**src/rtl/lmrf_pkg.sv**
```systemverilog
`default_nettype none

package lmrf_pkg;

  localparam int PIXEL_W     = 8;
  localparam int COLUMN_W    = 12;
  localparam int LANE_REG_W  = 6;
  localparam int ROW_REG_W   = 13;
  localparam int CFG_INDEX_W = 2;
  localparam int CFG_DATA_W  = 13;

  localparam logic [CFG_INDEX_W-1:0] REG_LANE_WIDTH = 2'd0;
  localparam logic [CFG_INDEX_W-1:0] REG_ROW_WIDTH  = 2'd1;

  localparam logic [LANE_REG_W-1:0] LANE_WIDTH_RESET = 6'd1;
  localparam logic [ROW_REG_W-1:0]  ROW_WIDTH_RESET  = 13'd640;

  localparam logic [PIXEL_W-1:0] PIXEL_MAX = 8'd255;

  typedef struct packed {
    logic [PIXEL_W-1:0] pixel;
    logic               row_start;
  } pixel_item_t;

  typedef struct packed {
    logic [PIXEL_W-1:0]  mark_value;
    logic [COLUMN_W-1:0] column;
    logic                row_last;
  } mark_item_t;

  typedef struct packed {
    logic [CFG_INDEX_W-1:0] index;
    logic [CFG_DATA_W-1:0]  value;
  } cfg_write_t;

  typedef struct packed {
    logic has_result;
    logic value_ok;
    logic mark_last;
  } seq_ctl_t;

endpackage

`default_nettype wire

```
**src/rtl/lmrf_stream_if.sv**
```systemverilog
`default_nettype none

interface lmrf_stream_if #(
  parameter type payload_t = logic
);
  logic     valid;
  logic     ready;
  payload_t data;

  modport source (output valid, output data, input ready);
  modport sink   (input valid, input data, output ready);
endinterface

`default_nettype wire

```
**src/rtl/lmrf_ram.sv**
```systemverilog
`default_nettype none

module lmrf_ram #(
  parameter int WIDTH = 8,
  parameter int DEPTH = 127
) (
  input  wire logic                     clk,
  input  wire logic                     we,
  input  wire logic [$clog2(DEPTH)-1:0] waddr,
  input  wire logic [WIDTH-1:0]         wdata,
  input  wire logic                     re,
  input  wire logic [$clog2(DEPTH)-1:0] raddr,
  output      logic [WIDTH-1:0]         rdata
);

  logic [WIDTH-1:0] mem [DEPTH];

  always_ff @(posedge clk) begin
    if (we) begin
      mem[waddr] <= wdata;
    end
    if (re) begin
      rdata <= mem[raddr];
    end
  end

endmodule

`default_nettype wire

```
**src/rtl/lmrf_cfg_regs.sv**
```systemverilog
`default_nettype none

module lmrf_cfg_regs #(
  parameter int MAX_LANE_WIDTH = 63,
  parameter int MAX_ROW_WIDTH  = 4096
) (
  input  wire logic                                clk,
  input  wire logic                                rst,
  lmrf_stream_if.sink                              cfg,
  output      logic [$clog2(MAX_LANE_WIDTH+1)-1:0] eff_lane,
  output      logic [$clog2(MAX_ROW_WIDTH):0]      eff_width
);

  localparam int LW = $clog2(MAX_LANE_WIDTH + 1);
  localparam int WW = $clog2(MAX_ROW_WIDTH) + 1;

  logic [lmrf_pkg::LANE_REG_W-1:0] lane_width;
  logic [lmrf_pkg::ROW_REG_W-1:0]  row_width;

  assign cfg.ready = 1'b1;

  always_ff @(posedge clk) begin
    if (rst) begin
      lane_width <= lmrf_pkg::LANE_WIDTH_RESET;
      row_width  <= lmrf_pkg::ROW_WIDTH_RESET;
    end else if (cfg.valid) begin
      case (cfg.data.index)
        lmrf_pkg::REG_LANE_WIDTH: lane_width <= cfg.data.value[lmrf_pkg::LANE_REG_W-1:0];
        lmrf_pkg::REG_ROW_WIDTH:  row_width  <= cfg.data.value[lmrf_pkg::ROW_REG_W-1:0];
        default: ;
      endcase
    end
  end

  always_comb begin
    if (lane_width == '0) begin
      eff_lane = LW'(1);
    end else if (32'(lane_width) > 32'(MAX_LANE_WIDTH)) begin
      eff_lane = LW'(MAX_LANE_WIDTH);
    end else begin
      eff_lane = LW'(lane_width);
    end
  end

  always_comb begin
    if (row_width == '0) begin
      eff_width = WW'(1);
    end else if (32'(row_width) > 32'(MAX_ROW_WIDTH)) begin
      eff_width = WW'(MAX_ROW_WIDTH);
    end else begin
      eff_width = WW'(row_width);
    end
  end

endmodule

`default_nettype wire

```
**src/rtl/lmrf_result_seq.sv**
```systemverilog
`default_nettype none

module lmrf_result_seq #(
  parameter int COL_W = 12
) (
  input  wire logic                         clk,
  input  wire logic                         rst,
  input  wire logic                         load,
  input  wire lmrf_pkg::seq_ctl_t           ctl,
  input  wire logic [COL_W-1:0]             first_col,
  input  wire logic [COL_W-1:0]             last_col,
  input  wire logic [lmrf_pkg::PIXEL_W-1:0] side_pixel,
  input  wire logic [lmrf_pkg::PIXEL_W-1:0] center_pixel,
  input  wire logic [lmrf_pkg::PIXEL_W-1:0] far_pixel,
  output      logic                         take_ok,
  lmrf_stream_if.source                     marks
);

  logic                         busy;
  logic                         val_pend;
  logic                         mark_last;
  logic [COL_W-1:0]             col;
  logic [COL_W-1:0]             col_end;
  logic [lmrf_pkg::PIXEL_W-1:0] rgt;

  logic                         can_emit;
  logic                         emit;
  logic                         at_end;
  logic [lmrf_pkg::PIXEL_W-1:0] side_max;
  logic [lmrf_pkg::PIXEL_W-1:0] diff;
  logic [lmrf_pkg::PIXEL_W-1:0] ridge;

  assign can_emit = !marks.valid || marks.ready;
  assign emit     = busy && can_emit;
  assign at_end   = (col == col_end);
  assign take_ok  = !busy || (emit && at_end);

  always_comb begin
    side_max = (far_pixel > rgt) ? far_pixel : rgt;
    diff     = center_pixel - side_max;
    if (center_pixel <= side_max) begin
      ridge = '0;
    end else if (diff[lmrf_pkg::PIXEL_W-1]) begin
      ridge = lmrf_pkg::PIXEL_MAX;
    end else begin
      ridge = {diff[lmrf_pkg::PIXEL_W-2:0], 1'b0};
    end
  end

  always_ff @(posedge clk) begin
    if (rst) begin
      busy        <= 1'b0;
      marks.valid <= 1'b0;
    end else begin
      if (load) begin
        busy <= ctl.has_result;
      end else if (emit && at_end) begin
        busy <= 1'b0;
      end
      if (emit) begin
        marks.valid <= 1'b1;
      end else if (marks.ready) begin
        marks.valid <= 1'b0;
      end
    end
  end

  always_ff @(posedge clk) begin
    if (load) begin
      col       <= first_col;
      col_end   <= last_col;
      val_pend  <= ctl.value_ok;
      mark_last <= ctl.mark_last;
      rgt       <= side_pixel;
    end else if (emit) begin
      val_pend <= 1'b0;
      if (!at_end) begin
        col <= col + COL_W'(1);
      end
    end
    if (emit) begin
      marks.data <= '{mark_value: (val_pend ? ridge : '0),
                      column:     lmrf_pkg::COLUMN_W'(col),
                      row_last:   (mark_last && at_end)};
    end
  end

`ifndef NO_ASSERTIONS
  a_col_in_range: assert property (@(posedge clk) disable iff (rst)
    busy |-> col <= col_end)
    else $error("result column ran past the end of its sequence");

  a_load_when_free: assert property (@(posedge clk) disable iff (rst)
    load |-> take_ok)
    else $error("new transaction loaded over a pending sequence");

  a_last_marked: assert property (@(posedge clk) disable iff (rst)
    emit && at_end && mark_last |=> marks.valid && marks.data.row_last)
    else $error("row end not marked on its final result");
`endif

endmodule

`default_nettype wire

```
**src/rtl/lane_marking_row_filter_top.sv**
```systemverilog
`default_nettype none

// Horizontal ridge filter for lane markings. Gray pixels enter on "pixels" in raster order,
// one per clock while "pixels" is ready; for column k of a row the result 2*p[k] - p[k-L] -
// p[k+L] - |p[k-L] - p[k+L]|, clamped to 0..255, leaves on "marks" once pixel k+L is taken
// (border columns give 0). A pixel that ends a row also flushes the pending columns as zeros,
// the last one marked with row_last; that pixel yields up to L+1 results, one per clock from
// the single result sequencer while "marks" is ready, so "pixels" is held not ready until the
// last of them is issued. The last 2*MAX_LANE_WIDTH+1 pixels sit in two copies of a RAM so the
// center tap and the far side tap read in the same cycle; the near side tap is the incoming
// pixel. Configuration writes on "cfg" are always taken.
module lane_marking_row_filter_top #(
  parameter int MAX_LANE_WIDTH = 63,
  parameter int MAX_ROW_WIDTH  = 4096
) (
  input  wire logic     clk,
  input  wire logic     rst,
  lmrf_stream_if.sink   pixels,
  lmrf_stream_if.source marks,
  lmrf_stream_if.sink   cfg
);

  localparam int WIN_DEPTH = 2 * MAX_LANE_WIDTH + 1;
  localparam int AW        = $clog2(WIN_DEPTH);
  localparam int LW        = $clog2(MAX_LANE_WIDTH + 1);
  localparam int CW        = $clog2(MAX_ROW_WIDTH);

  logic [LW-1:0]   eff_lane;
  logic [CW:0]     eff_width;

  logic [CW-1:0]   col_count;
  logic [AW-1:0]   ptr;

  logic            accept;
  logic            take_ok;
  logic [CW-1:0]   c_cur;
  logic [CW-1:0]   k_col;
  logic [CW-1:0]   first_col;
  logic [CW-1:0]   last_col;
  logic            row_end;
  logic            has_main;
  logic            value_ok;
  lmrf_pkg::seq_ctl_t ctl;

  logic [AW:0]     ctr_sum;
  logic [AW:0]     far_sum;
  logic [AW-1:0]   ctr_addr;
  logic [AW-1:0]   far_addr;
  logic [lmrf_pkg::PIXEL_W-1:0] center_pixel;
  logic [lmrf_pkg::PIXEL_W-1:0] far_pixel;

  lmrf_cfg_regs #(
    .MAX_LANE_WIDTH (MAX_LANE_WIDTH),
    .MAX_ROW_WIDTH  (MAX_ROW_WIDTH)
  ) u_cfg (
    .clk       (clk),
    .rst       (rst),
    .cfg       (cfg),
    .eff_lane  (eff_lane),
    .eff_width (eff_width)
  );

  assign pixels.ready = take_ok;
  assign accept       = pixels.valid && take_ok;

  always_comb begin
    c_cur     = pixels.data.row_start ? '0 : col_count;
    row_end   = ((CW+1)'(c_cur) + (CW+1)'(1)) >= eff_width;
    has_main  = 32'(c_cur) >= 32'(eff_lane);
    k_col     = c_cur - CW'(eff_lane);
    value_ok  = has_main && (32'(k_col) >= 32'(eff_lane)) && ((CW+1)'(c_cur) < eff_width);
    first_col = has_main ? k_col : '0;
    last_col  = row_end ? c_cur : k_col;
    ctl       = '{has_result: (has_main || row_end), value_ok: value_ok, mark_last: row_end};
  end

  always_comb begin
    ctr_sum  = {1'b0, ptr} + (AW+1)'(WIN_DEPTH) - (AW+1)'(eff_lane);
    far_sum  = {1'b0, ptr} + (AW+1)'(WIN_DEPTH) - (AW+1)'({eff_lane, 1'b0});
    ctr_addr = (ctr_sum >= (AW+1)'(WIN_DEPTH)) ? AW'(ctr_sum - (AW+1)'(WIN_DEPTH))
                                               : AW'(ctr_sum);
    far_addr = (far_sum >= (AW+1)'(WIN_DEPTH)) ? AW'(far_sum - (AW+1)'(WIN_DEPTH))
                                               : AW'(far_sum);
  end

  always_ff @(posedge clk) begin
    if (rst) begin
      col_count <= '0;
      ptr       <= '0;
    end else if (accept) begin
      col_count <= row_end ? '0 : c_cur + CW'(1);
      ptr       <= (ptr == AW'(WIN_DEPTH - 1)) ? '0 : ptr + AW'(1);
    end
  end

  lmrf_ram #(
    .WIDTH (lmrf_pkg::PIXEL_W),
    .DEPTH (WIN_DEPTH)
  ) u_ram_center (
    .clk   (clk),
    .we    (accept),
    .waddr (ptr),
    .wdata (pixels.data.pixel),
    .re    (accept),
    .raddr (ctr_addr),
    .rdata (center_pixel)
  );

  lmrf_ram #(
    .WIDTH (lmrf_pkg::PIXEL_W),
    .DEPTH (WIN_DEPTH)
  ) u_ram_far (
    .clk   (clk),
    .we    (accept),
    .waddr (ptr),
    .wdata (pixels.data.pixel),
    .re    (accept),
    .raddr (far_addr),
    .rdata (far_pixel)
  );

  lmrf_result_seq #(
    .COL_W (CW)
  ) u_seq (
    .clk          (clk),
    .rst          (rst),
    .load         (accept),
    .ctl          (ctl),
    .first_col    (first_col),
    .last_col     (last_col),
    .side_pixel   (pixels.data.pixel),
    .center_pixel (center_pixel),
    .far_pixel    (far_pixel),
    .take_ok      (take_ok),
    .marks        (marks)
  );

`ifndef NO_ASSERTIONS
  a_row_end_clears: assert property (@(posedge clk) disable iff (rst)
    accept && row_end |=> col_count == '0)
    else $error("column count not cleared at row end");

  a_col_advance: assert property (@(posedge clk) disable iff (rst)
    accept && !row_end |=> col_count == $past(c_cur) + CW'(1))
    else $error("column count did not advance by one");

  a_ptr_range: assert property (@(posedge clk) disable iff (rst)
    ptr <= AW'(WIN_DEPTH - 1))
    else $error("window pointer outside the window");
`endif

endmodule

`default_nettype wire

```
**src/flat_wrapper.sv**
```systemverilog
// flat-port wrapper written by rule: the top's interface ports become plain ports
module lane_marking_row_filter_top_flat 
#(
  parameter int MAX_LANE_WIDTH = 63,
  parameter int MAX_ROW_WIDTH  = 4096
)
  (clk, rst, pixels_valid, pixels_data, pixels_ready, marks_valid, marks_data, marks_ready, cfg_valid, cfg_data, cfg_ready);
  lmrf_stream_if #(.payload_t(lmrf_pkg::pixel_item_t)) pixels_i ();
  lmrf_stream_if #(.payload_t(lmrf_pkg::mark_item_t)) marks_i ();
  lmrf_stream_if #(.payload_t(lmrf_pkg::cfg_write_t)) cfg_i ();
  input  wire logic clk;
  input  wire logic rst;
  input wire logic [$bits(pixels_i.valid)-1:0] pixels_valid;
  input wire logic [$bits(pixels_i.data)-1:0] pixels_data;
  output wire logic [$bits(pixels_i.ready)-1:0] pixels_ready;
  output wire logic [$bits(marks_i.valid)-1:0] marks_valid;
  output wire logic [$bits(marks_i.data)-1:0] marks_data;
  input wire logic [$bits(marks_i.ready)-1:0] marks_ready;
  input wire logic [$bits(cfg_i.valid)-1:0] cfg_valid;
  input wire logic [$bits(cfg_i.data)-1:0] cfg_data;
  output wire logic [$bits(cfg_i.ready)-1:0] cfg_ready;
  assign pixels_i.valid = pixels_valid;
  assign pixels_i.data = pixels_data;
  assign pixels_ready = pixels_i.ready;
  assign marks_valid = marks_i.valid;
  assign marks_data = marks_i.data;
  assign marks_i.ready = marks_ready;
  assign cfg_i.valid = cfg_valid;
  assign cfg_i.data = cfg_data;
  assign cfg_ready = cfg_i.ready;
  lane_marking_row_filter_top #(.MAX_LANE_WIDTH(MAX_LANE_WIDTH), .MAX_ROW_WIDTH(MAX_ROW_WIDTH)) u_core (.clk(clk), .rst(rst), .pixels(pixels_i), .marks(marks_i), .cfg(cfg_i));
endmodule
```
**config.mk**
```make
export PLATFORM = sky130hd
export DESIGN_NAME = lane_marking_row_filter_top_flat
export DESIGN_NICKNAME = d
export VERILOG_FILES = /design/src/rtl/lmrf_pkg.sv /design/src/rtl/lmrf_stream_if.sv /design/src/rtl/lmrf_ram.sv /design/src/rtl/lmrf_cfg_regs.sv /design/src/rtl/lmrf_result_seq.sv /design/src/rtl/lane_marking_row_filter_top.sv /design/src/flat_wrapper.sv
export SDC_FILE = /design/constraint.sdc
export NUM_CORES = 2
export LEC_CHECK = 0
export ABC_CLOCK_PERIOD_IN_PS = 6910
export BUFFER_PORTS_ARGS = -buffer_cell sky130_fd_sc_hd__buf_2
export CORE_MARGIN = 3
export CORE_UTILIZATION = 50
export CTS_CLUSTER_SIZE = 12
export DETAILED_ROUTE_END_ITERATION = 7
export PLACE_DENSITY = 0.65
export SLEW_MARGIN = 20
export SYNTH_ARGS = -nofsm -noshare
export SYNTH_HDL_FRONTEND = slang
export SYNTH_SLANG_ARGS = --single-unit
```
**constraint.sdc**
```tcl
create_clock -name clk -period 6.91 [get_ports clk]
set_input_delay 1.382 -clock clk [delete_from_list [all_inputs] [get_ports clk]]
set_output_delay 1.382 -clock clk [all_outputs]
set_load 0.005 [all_outputs]
```
# Word-level counts from Yosys, hierarchy flattened
# Memory sizes are Yosys's and may differ from the RTL's. A register that Yosys moved wholly into a read port is not among the register bits.
# Cells that the tools add are included.
# totals
out_inout_bits,24
ramBits,2032
register_bits,95
memories,2
# op_classes
n_reduce_logical,21
n_lt_le_gt_ge,9
n_eq_ne,4
addsub,11
muxes,23
bitwise_logic,1
# mem_list
name,depth,word_bits,rd,rd_clocked_by_memory_dff,wr,line_no,text
u_core.u_ram_center.mem,127,8,1,1,1,lmrf_ram.sv:16,logic [WIDTH-1:0] mem [DEPTH];
u_core.u_ram_far.mem,127,8,1,1,1,lmrf_ram.sv:16,
# op_table
cell,count
$mux W12,7
$mux W13,2
$add A12 B1 Y12 const B,2
$ge A12 B6 Y1,2
$mux W7,3
$ge A8 B7 Y1 const B,2
$mux W8,2
$sub A7 B7 Y7 const B,2
$add A12 B1 Y13 const B,1
$ge A13 B13 Y1,1
$gt A13 B13 Y1 const B,1
$logic_not A13 Y1,1
$lt A12 B13 Y1,1
$eq A12 B12 Y1,1
$sub A12 B6 Y12,1
$add A7 B7 Y8 const B,1
$gt A8 B8 Y1,1
$le A8 B8 Y1,1
$mux W1,8
$sub A8 B6 Y8,1
$sub A8 B7 Y8,1
$sub A8 B8 Y8,1
$add A7 B1 Y7 const B,1
$eq A7 B7 Y1 const B,1
other kinds (12),24

# Depth between registers and ports, before layout
# logic_depth
word_depth,8
depth_mapped,25
depth_no_buf,22

# Hierarchy
# A second synthesis with hierarchy kept.
# unflattened
cells_unflattened,4582
hier_area_um2,86958.4
# modules_own_cells
mod,seq_area_each_um2,cells_per_inst,instances,area_per_inst_um2
lmrf_ram,30749.5,1882,2,39880.7
lane_marking_row_filter_top,380.4,493,1,3518.4
lmrf_result_seq,1691.6,221,1,2844.0
lmrf_cfg_regs,380.4,104,1,834.6

# Worst setup path after synthesis
# OpenSTA, ideal clock, no wires.
# synth_timing
kind,reg2reg
from,reg u_core.ptr[0]
to,"reg u_core.u_ram_center.rdata[2], read port of u_core.u_ram_center.mem (data pin)"
required_time_ns,6.643
stages_incl_launch_ff,23
slack_ns,1.312
synth_period_minus_slack_ns,5.598
arrival_time_ns,5.331
cell_sequence,dfxtp_1 > buf_4 > inv_1 > clkbuf_1 > ha_1 > fa_1 > clkbuf_1 > clkinv_1 > ha_1 > clkbuf_1 > inv_1 > nor2_2 > and4_1 > buf_2 > a22oi_4 > xnor2_2 > buf_2 > buf_2 > mux4_2 > a22oi_1 > a31oi_1 > nor4_1 > nand3_1
# synth_via
elab_chain_len,4
elab_cells_between_ends,5
# synth_lines
item,line_no,text
start: declaration,lane_marking_row_filter_top.sv:32,logic [AW-1:0] ptr;
start signal: assignment,lane_marking_row_filter_top.sv:92,ptr <= (ptr == AW'(WIN_DEPTH - 1)) ? '0 : ptr + AW'(1);
$add A7 B7 Y8 *,lane_marking_row_filter_top.sv:78,"ctr_sum = {1'b0, ptr} + (AW+1)'(WIN_DEPTH) - (AW+1)'(eff_lane);"
$sub A8 B6 Y8 *,lane_marking_row_filter_top.sv:78,
$sub A7 B7 Y7 / $ge A8 B7 Y1 (equally long branches),lane_marking_row_filter_top.sv:80,ctr_addr = (ctr_sum >= (AW+1)'(WIN_DEPTH)) ? AW'(ctr_sum - (AW+1)'(WIN_DEPTH))
$mux W7 *,lane_marking_row_filter_top.sv:80,
end: declaration,lmrf_ram.sv:13,output logic [WIDTH-1:0] rdata
# Mark *: on every way between the ends. The rest lies on a longest branch, timed or not.
# A chain may end at the register's enable or synchronous reset.

# Worst setup path in the final report
# layout_timing
from,reg u_core.ptr[2]
to,"reg u_core.u_ram_center.rdata[4], read port of u_core.u_ram_center.mem (data pin)"
# Same word-level chain as after synthesis.

==> impl_metrics.py <==
metrics = {
    "outcome": {
        "outcome": "complete, no violations",
    },
    "setup_path": {
        "timing.rr.start": "u_core.ptr[2]",
        "reg2reg_setup_slack_ps": 220,
        "worst_setup_path_start_kind": "register",
        "critPathArrivalTime_ps": 7130,
        "reg2reg_depth": 16,
        "critical_path_required_ps": 7350,
        "critPathMaxStageDelay_ps": 1050,
        "worst_r2r_endpoint": "u_core.u_ram_center.rdata[4]",
        "worstSetupEndpoint": "u_core.u_ram_center.rdata[4]",
        "crit_path_max_fanout": 101,
        "criticalPathCategory": "register to register",
        "setup.worst_path.end_class": "register",
        "source_of_the_critical_timing_path": "u_core.ptr[2]",
        "critical-path-slowest-cell": "sky130_fd_sc_hd__a211oi_1",
        "worst-path-buf-inv": 2,
        "worstPathCellList": "or3_1 -> nor3_4 -> xor2_1 -> ha_1 -> a21oi_1 -> inv_1 -> a31oi_1 -> xnor2_2 -> a22oi_4 -> xnor2_4 -> buf_12 -> mux4_2 -> nor2_1 -> a31oi_1 -> a211oi_1 -> nand4_1",
        "critPathMostFrequentCell": "sky130_fd_sc_hd__a31oi_1",
        "timing.critical_path.max_delay_family": "compound AO/OA/AOI/OAI gates",
        "worstSetupPathDepth": 16,
    },
    "sta": {
        "worst_hold_slack_ps": 473.3,
        "grt_setup_unrepaired": "false",
        "timing.max_slew.rel_slack_pct": 16.92,
        "clock_skew_ps": 53.79,
        "tightest_slew_ps": 1237,
        "timing.setup.tns_ps": 0,
        "period_minus_slack_ps": 6690,
        "period_share_pct": 96.82,
        "setup-violations-final": 0,
        "final_count_of_hold_timing_violations": 0,
        "worst_slack_ps": 219.7,
        "drv_slew": 0,
        "clock.fmax_mhz": 149.5,
    },
    "floorplan": {
        "floorplan.io_pins": 53,
        "die_y_microns": 345.3,
        "floorplan.die.width_microns": 345.3,
        "fp.dieArea_sq_mm": 0.1192,
        "row_count": 123,
        "floorplan.initialDensity_pct": 50.75,
        "core_sq_mm": 0.1134,
    },
    "route": {
        "antenna_violating_nets_post_route": 0,
        "dr_total_vias": 44490,
        "avgViaCountPerCell": 6.964,
        "finalWirelength_microns": 205000,
        "drtPass1Iterations": 7,
        "initialDrtViolationCount": 7574,
        "avgRoutedWirePerCell_microns": 32.08,
        "drcViolationCount": 0,
    },
    "logic_synthesis": {
        "synth_most_common_cell": "sky130_fd_sc_hd__edfxtp_1",
        "synth_largest_type_area_fraction_pct": 56.71,
        "synth_area_sq_mm": 0.05756,
        "yosysWarnings": 0,
        "ys_seq_area_share_pct": 58.10,
        "post_synth_edffs": 1087,
        "synth.net_count": 4891,
        "yosysTopAreaCell": "sky130_fd_sc_hd__edfxtp_1",
        "synth_area_per_cell_sq_um": 12.02,
        "asyncSetResetFlopFracSynth_pct": 0,
        "synth_seq_cells": 1127,
        "syn_inst": 4787,
        "post_synth_num_cell_types": 90,
        "synthTopCellsByCount": "sky130_fd_sc_hd__edfxtp_1, sky130_fd_sc_hd__nand2_1, sky130_fd_sc_hd__nor2_1",
        "ys.flop_type": "sky130_fd_sc_hd__edfxtp_1",
        "post_synth_main_area_contributors": "sky130_fd_sc_hd__edfxtp_1, sky130_fd_sc_hd__mux4_2, sky130_fd_sc_hd__nand2_1",
    },
    "clock_tree": {
        "clk_pin_slew_worst_paths_ps": 60,
        "cts_tree": "yes",
        "cts.sinks": 1127,
        "number_of_cts_inserted_buffers": 119,
        "clk-insertion-delay-late_ps": 760,
        "cts_hold_buf": 0,
        "ctsRootBufferMaster": "sky130_fd_sc_hd__clkbuf_16",
        "h-tree-depth": 3,
        "clk_path_buf_depth": 3,
    },
    "power": {
        "power.switching_uw": 12340,
        "p_int_uw": 16230,
        "power.clock.fraction_pct": 21.7,
        "leakagePower_uw": 0.02123,
        "comb_power_share_pct": 50.8,
        "sequentialPowerShare_pct": 27.5,
        "netSwitchingFraction_pct": 43.20,
        "vdd_ir_drop_max_mv": 0.3470,
        "pwr_per_cell_area_mw_per_mm2": 447.3,
    },
    "place": {
        "hpwlAfterDp_microns": 136100,
        "post-place-ws_ps": 410.1,
        "final_weighted_congestion_of_routability_driven_global_placement": 0.9940,
        "io_buffers": 51,
    },
    "grt": {
        "global_route.usage.total_pct": 33.47,
        "via_count_of_the_first_global_routing_pass": 41760,
        "overflow": 0,
        "grt_first_pass_wirelength_microns": 293900,
        "pin_count_of_the_biggest_net_entering_global_routing": 136,
        "grt_antenna_before_repair": 8,
    },
    "layout": {
        "final_layout_size_suffix_gt1_share_pct": 14.97,
        "utilization_pct": 56.32,
        "nets": 4901,
        "area_delta_synth_final_pct": 10.97,
    },
    "min_path": {
        "holdCritPathClass": "register to register",
    },
    "job": {
        "maxCapViolations": 0,
    },
}
## cell families after synthesis
| family | share of synthesized area [%] |
|---|---|
| AOI/OAI and AO/OA | 11.23 |
| xor gates and xnor gates | 1.463 |
| adders and majority gates | 1.717 |
| buffers and inverters | 3.037 |
| DFF | 58.10 |
| muxes | 10.68 |
| other | 0.006515 |
| and+or+nand+nor | 13.77 |
## flip-flops by register name, summed over array words and instances, names as in the netlist, 8 cells and up
signal	count
u_core.u_seq.col_end	12
u_core.col_count	12
u_core.u_ram_far.mem	1008
u_core.u_seq.rgt	8
u_core.u_ram_center.mem	8
u_core.u_ram_far.rdata	8
u_core.u_cfg.row_width	13
u_core.u_seq.marks.data	21
u_core.u_ram_center.rdata	8
u_core.u_seq.col	12
## cell type report
cell class                 count  area (sq um)
multi-input combinational   3261         22700
sequential                  1127         33440
fill                        9184         49550
tap                         1500          1877
clock inverter                64         535.5
antenna                        6         15.01
timing repair buffer         235          1927
clock buffer                 143          3181
inverter                      53         198.9
## worst reg2reg max path, delay by kind of cell, from the launching register on
family                   cells  cell delay (ps)
AO/OA/AOI/OAI                5             1990
multiplexers                 1              780
adder cells (fa/ha/maj)      1              340
buffers and inverters        2              540
XOR/XNOR                     3             1190
AND/OR/NAND/NOR              4             1120
flip-flops                   1              440
## worst min-delay path by stage
stage	slack, ps	end	start	cells past startpoint
floorplan	440	u_core.u_cfg.row_width[0]	u_core.u_cfg.row_width[0]	2
global placement	460	u_core.u_seq.marks.valid	u_core.u_seq.busy	2
detailed placement	460	u_core.col_count[1]	u_core.col_count[1]	2
CTS	470	u_core.col_count[1]	u_core.col_count[1]	2
global route	500	u_core.u_seq.marks.valid	u_core.u_seq.busy	2
finish	470	u_core.col_count[1]	u_core.col_count[1]	2
## placed cells by master (no fill, tap or decap), drive strengths merged, types with 24 or more instances in the layout
cell type / Yosys / layout
dfxtp: 40 / 40
a32oi: 29 / 29
o21ai: 206 / 206
ha: 71 / 71
a22oi: 76 / 76
nor4: 24 / 24
inv: 50 / 51
xnor2: 58 / 58
a221oi: 59 / 59
nor3: 126 / 126
nand4: 58 / 58
edfxtp: 1087 / 1087
o22ai: 154 / 154
a21oi: 126 / 126
a31oi: 95 / 95
nor2b: 33 / 33
nand3: 271 / 271
clkinv: 3 / 56
nor2: 496 / 496
buf: 135 / 235
clkbuf: 211 / 143
xor2: 33 / 33
nand2: 699 / 699
mux2i: 80 / 80
o221ai: 44 / 44
mux4: 233 / 233
## power groups by stage
stage | clock, uW | sequential [uW] | combinational, uW
2_1_floorplan | 0 | 7870 | 8850
3_3_place_gp | 0 | 7980 | 13900
3_5_place_dp | 0 | 7980 | 14000
4_1_cts | 6250 | 7830 | 14000
5_1_grt | 6530 | 7850 | 15100
6_report | 6210 | 7850 | 14500
## what timing repair did
action,CTS,global route
endpoints found under the setup margin,0,1
endpoints found under the hold margin,0,0
resized for setup,0,1
buffers inserted,0,0
## metal layers
layer | track usage, % | vias up | wire [microns]
met5 | 0 | - | 28
met4 | 17.20 | 4 | 12090
li1 | - | 18520 | -
met2 | 49.13 | 3535 | 89620
met1 | 46.12 | 21770 | 75840
met3 | 8.751 | 664 | 27380
## per-stage QoR
| step | cells | power, uW | instance area [sq um] |
|---|---|---|---|
| 2_1_floorplan | 4787 | 16720 | 57560 |
| 3_3_place_gp | 6174 | 21850 | 60050 |
| 3_5_place_dp | 6174 | 21950 | 60080 |
| 4_1_cts | 6381 | 28120 | 63800 |
| 5_1_grt | 6383 | 29440 | 63860 |
| 6_report | 6389 | 28570 | 63880 |
(Power assumes the default switching activity.)
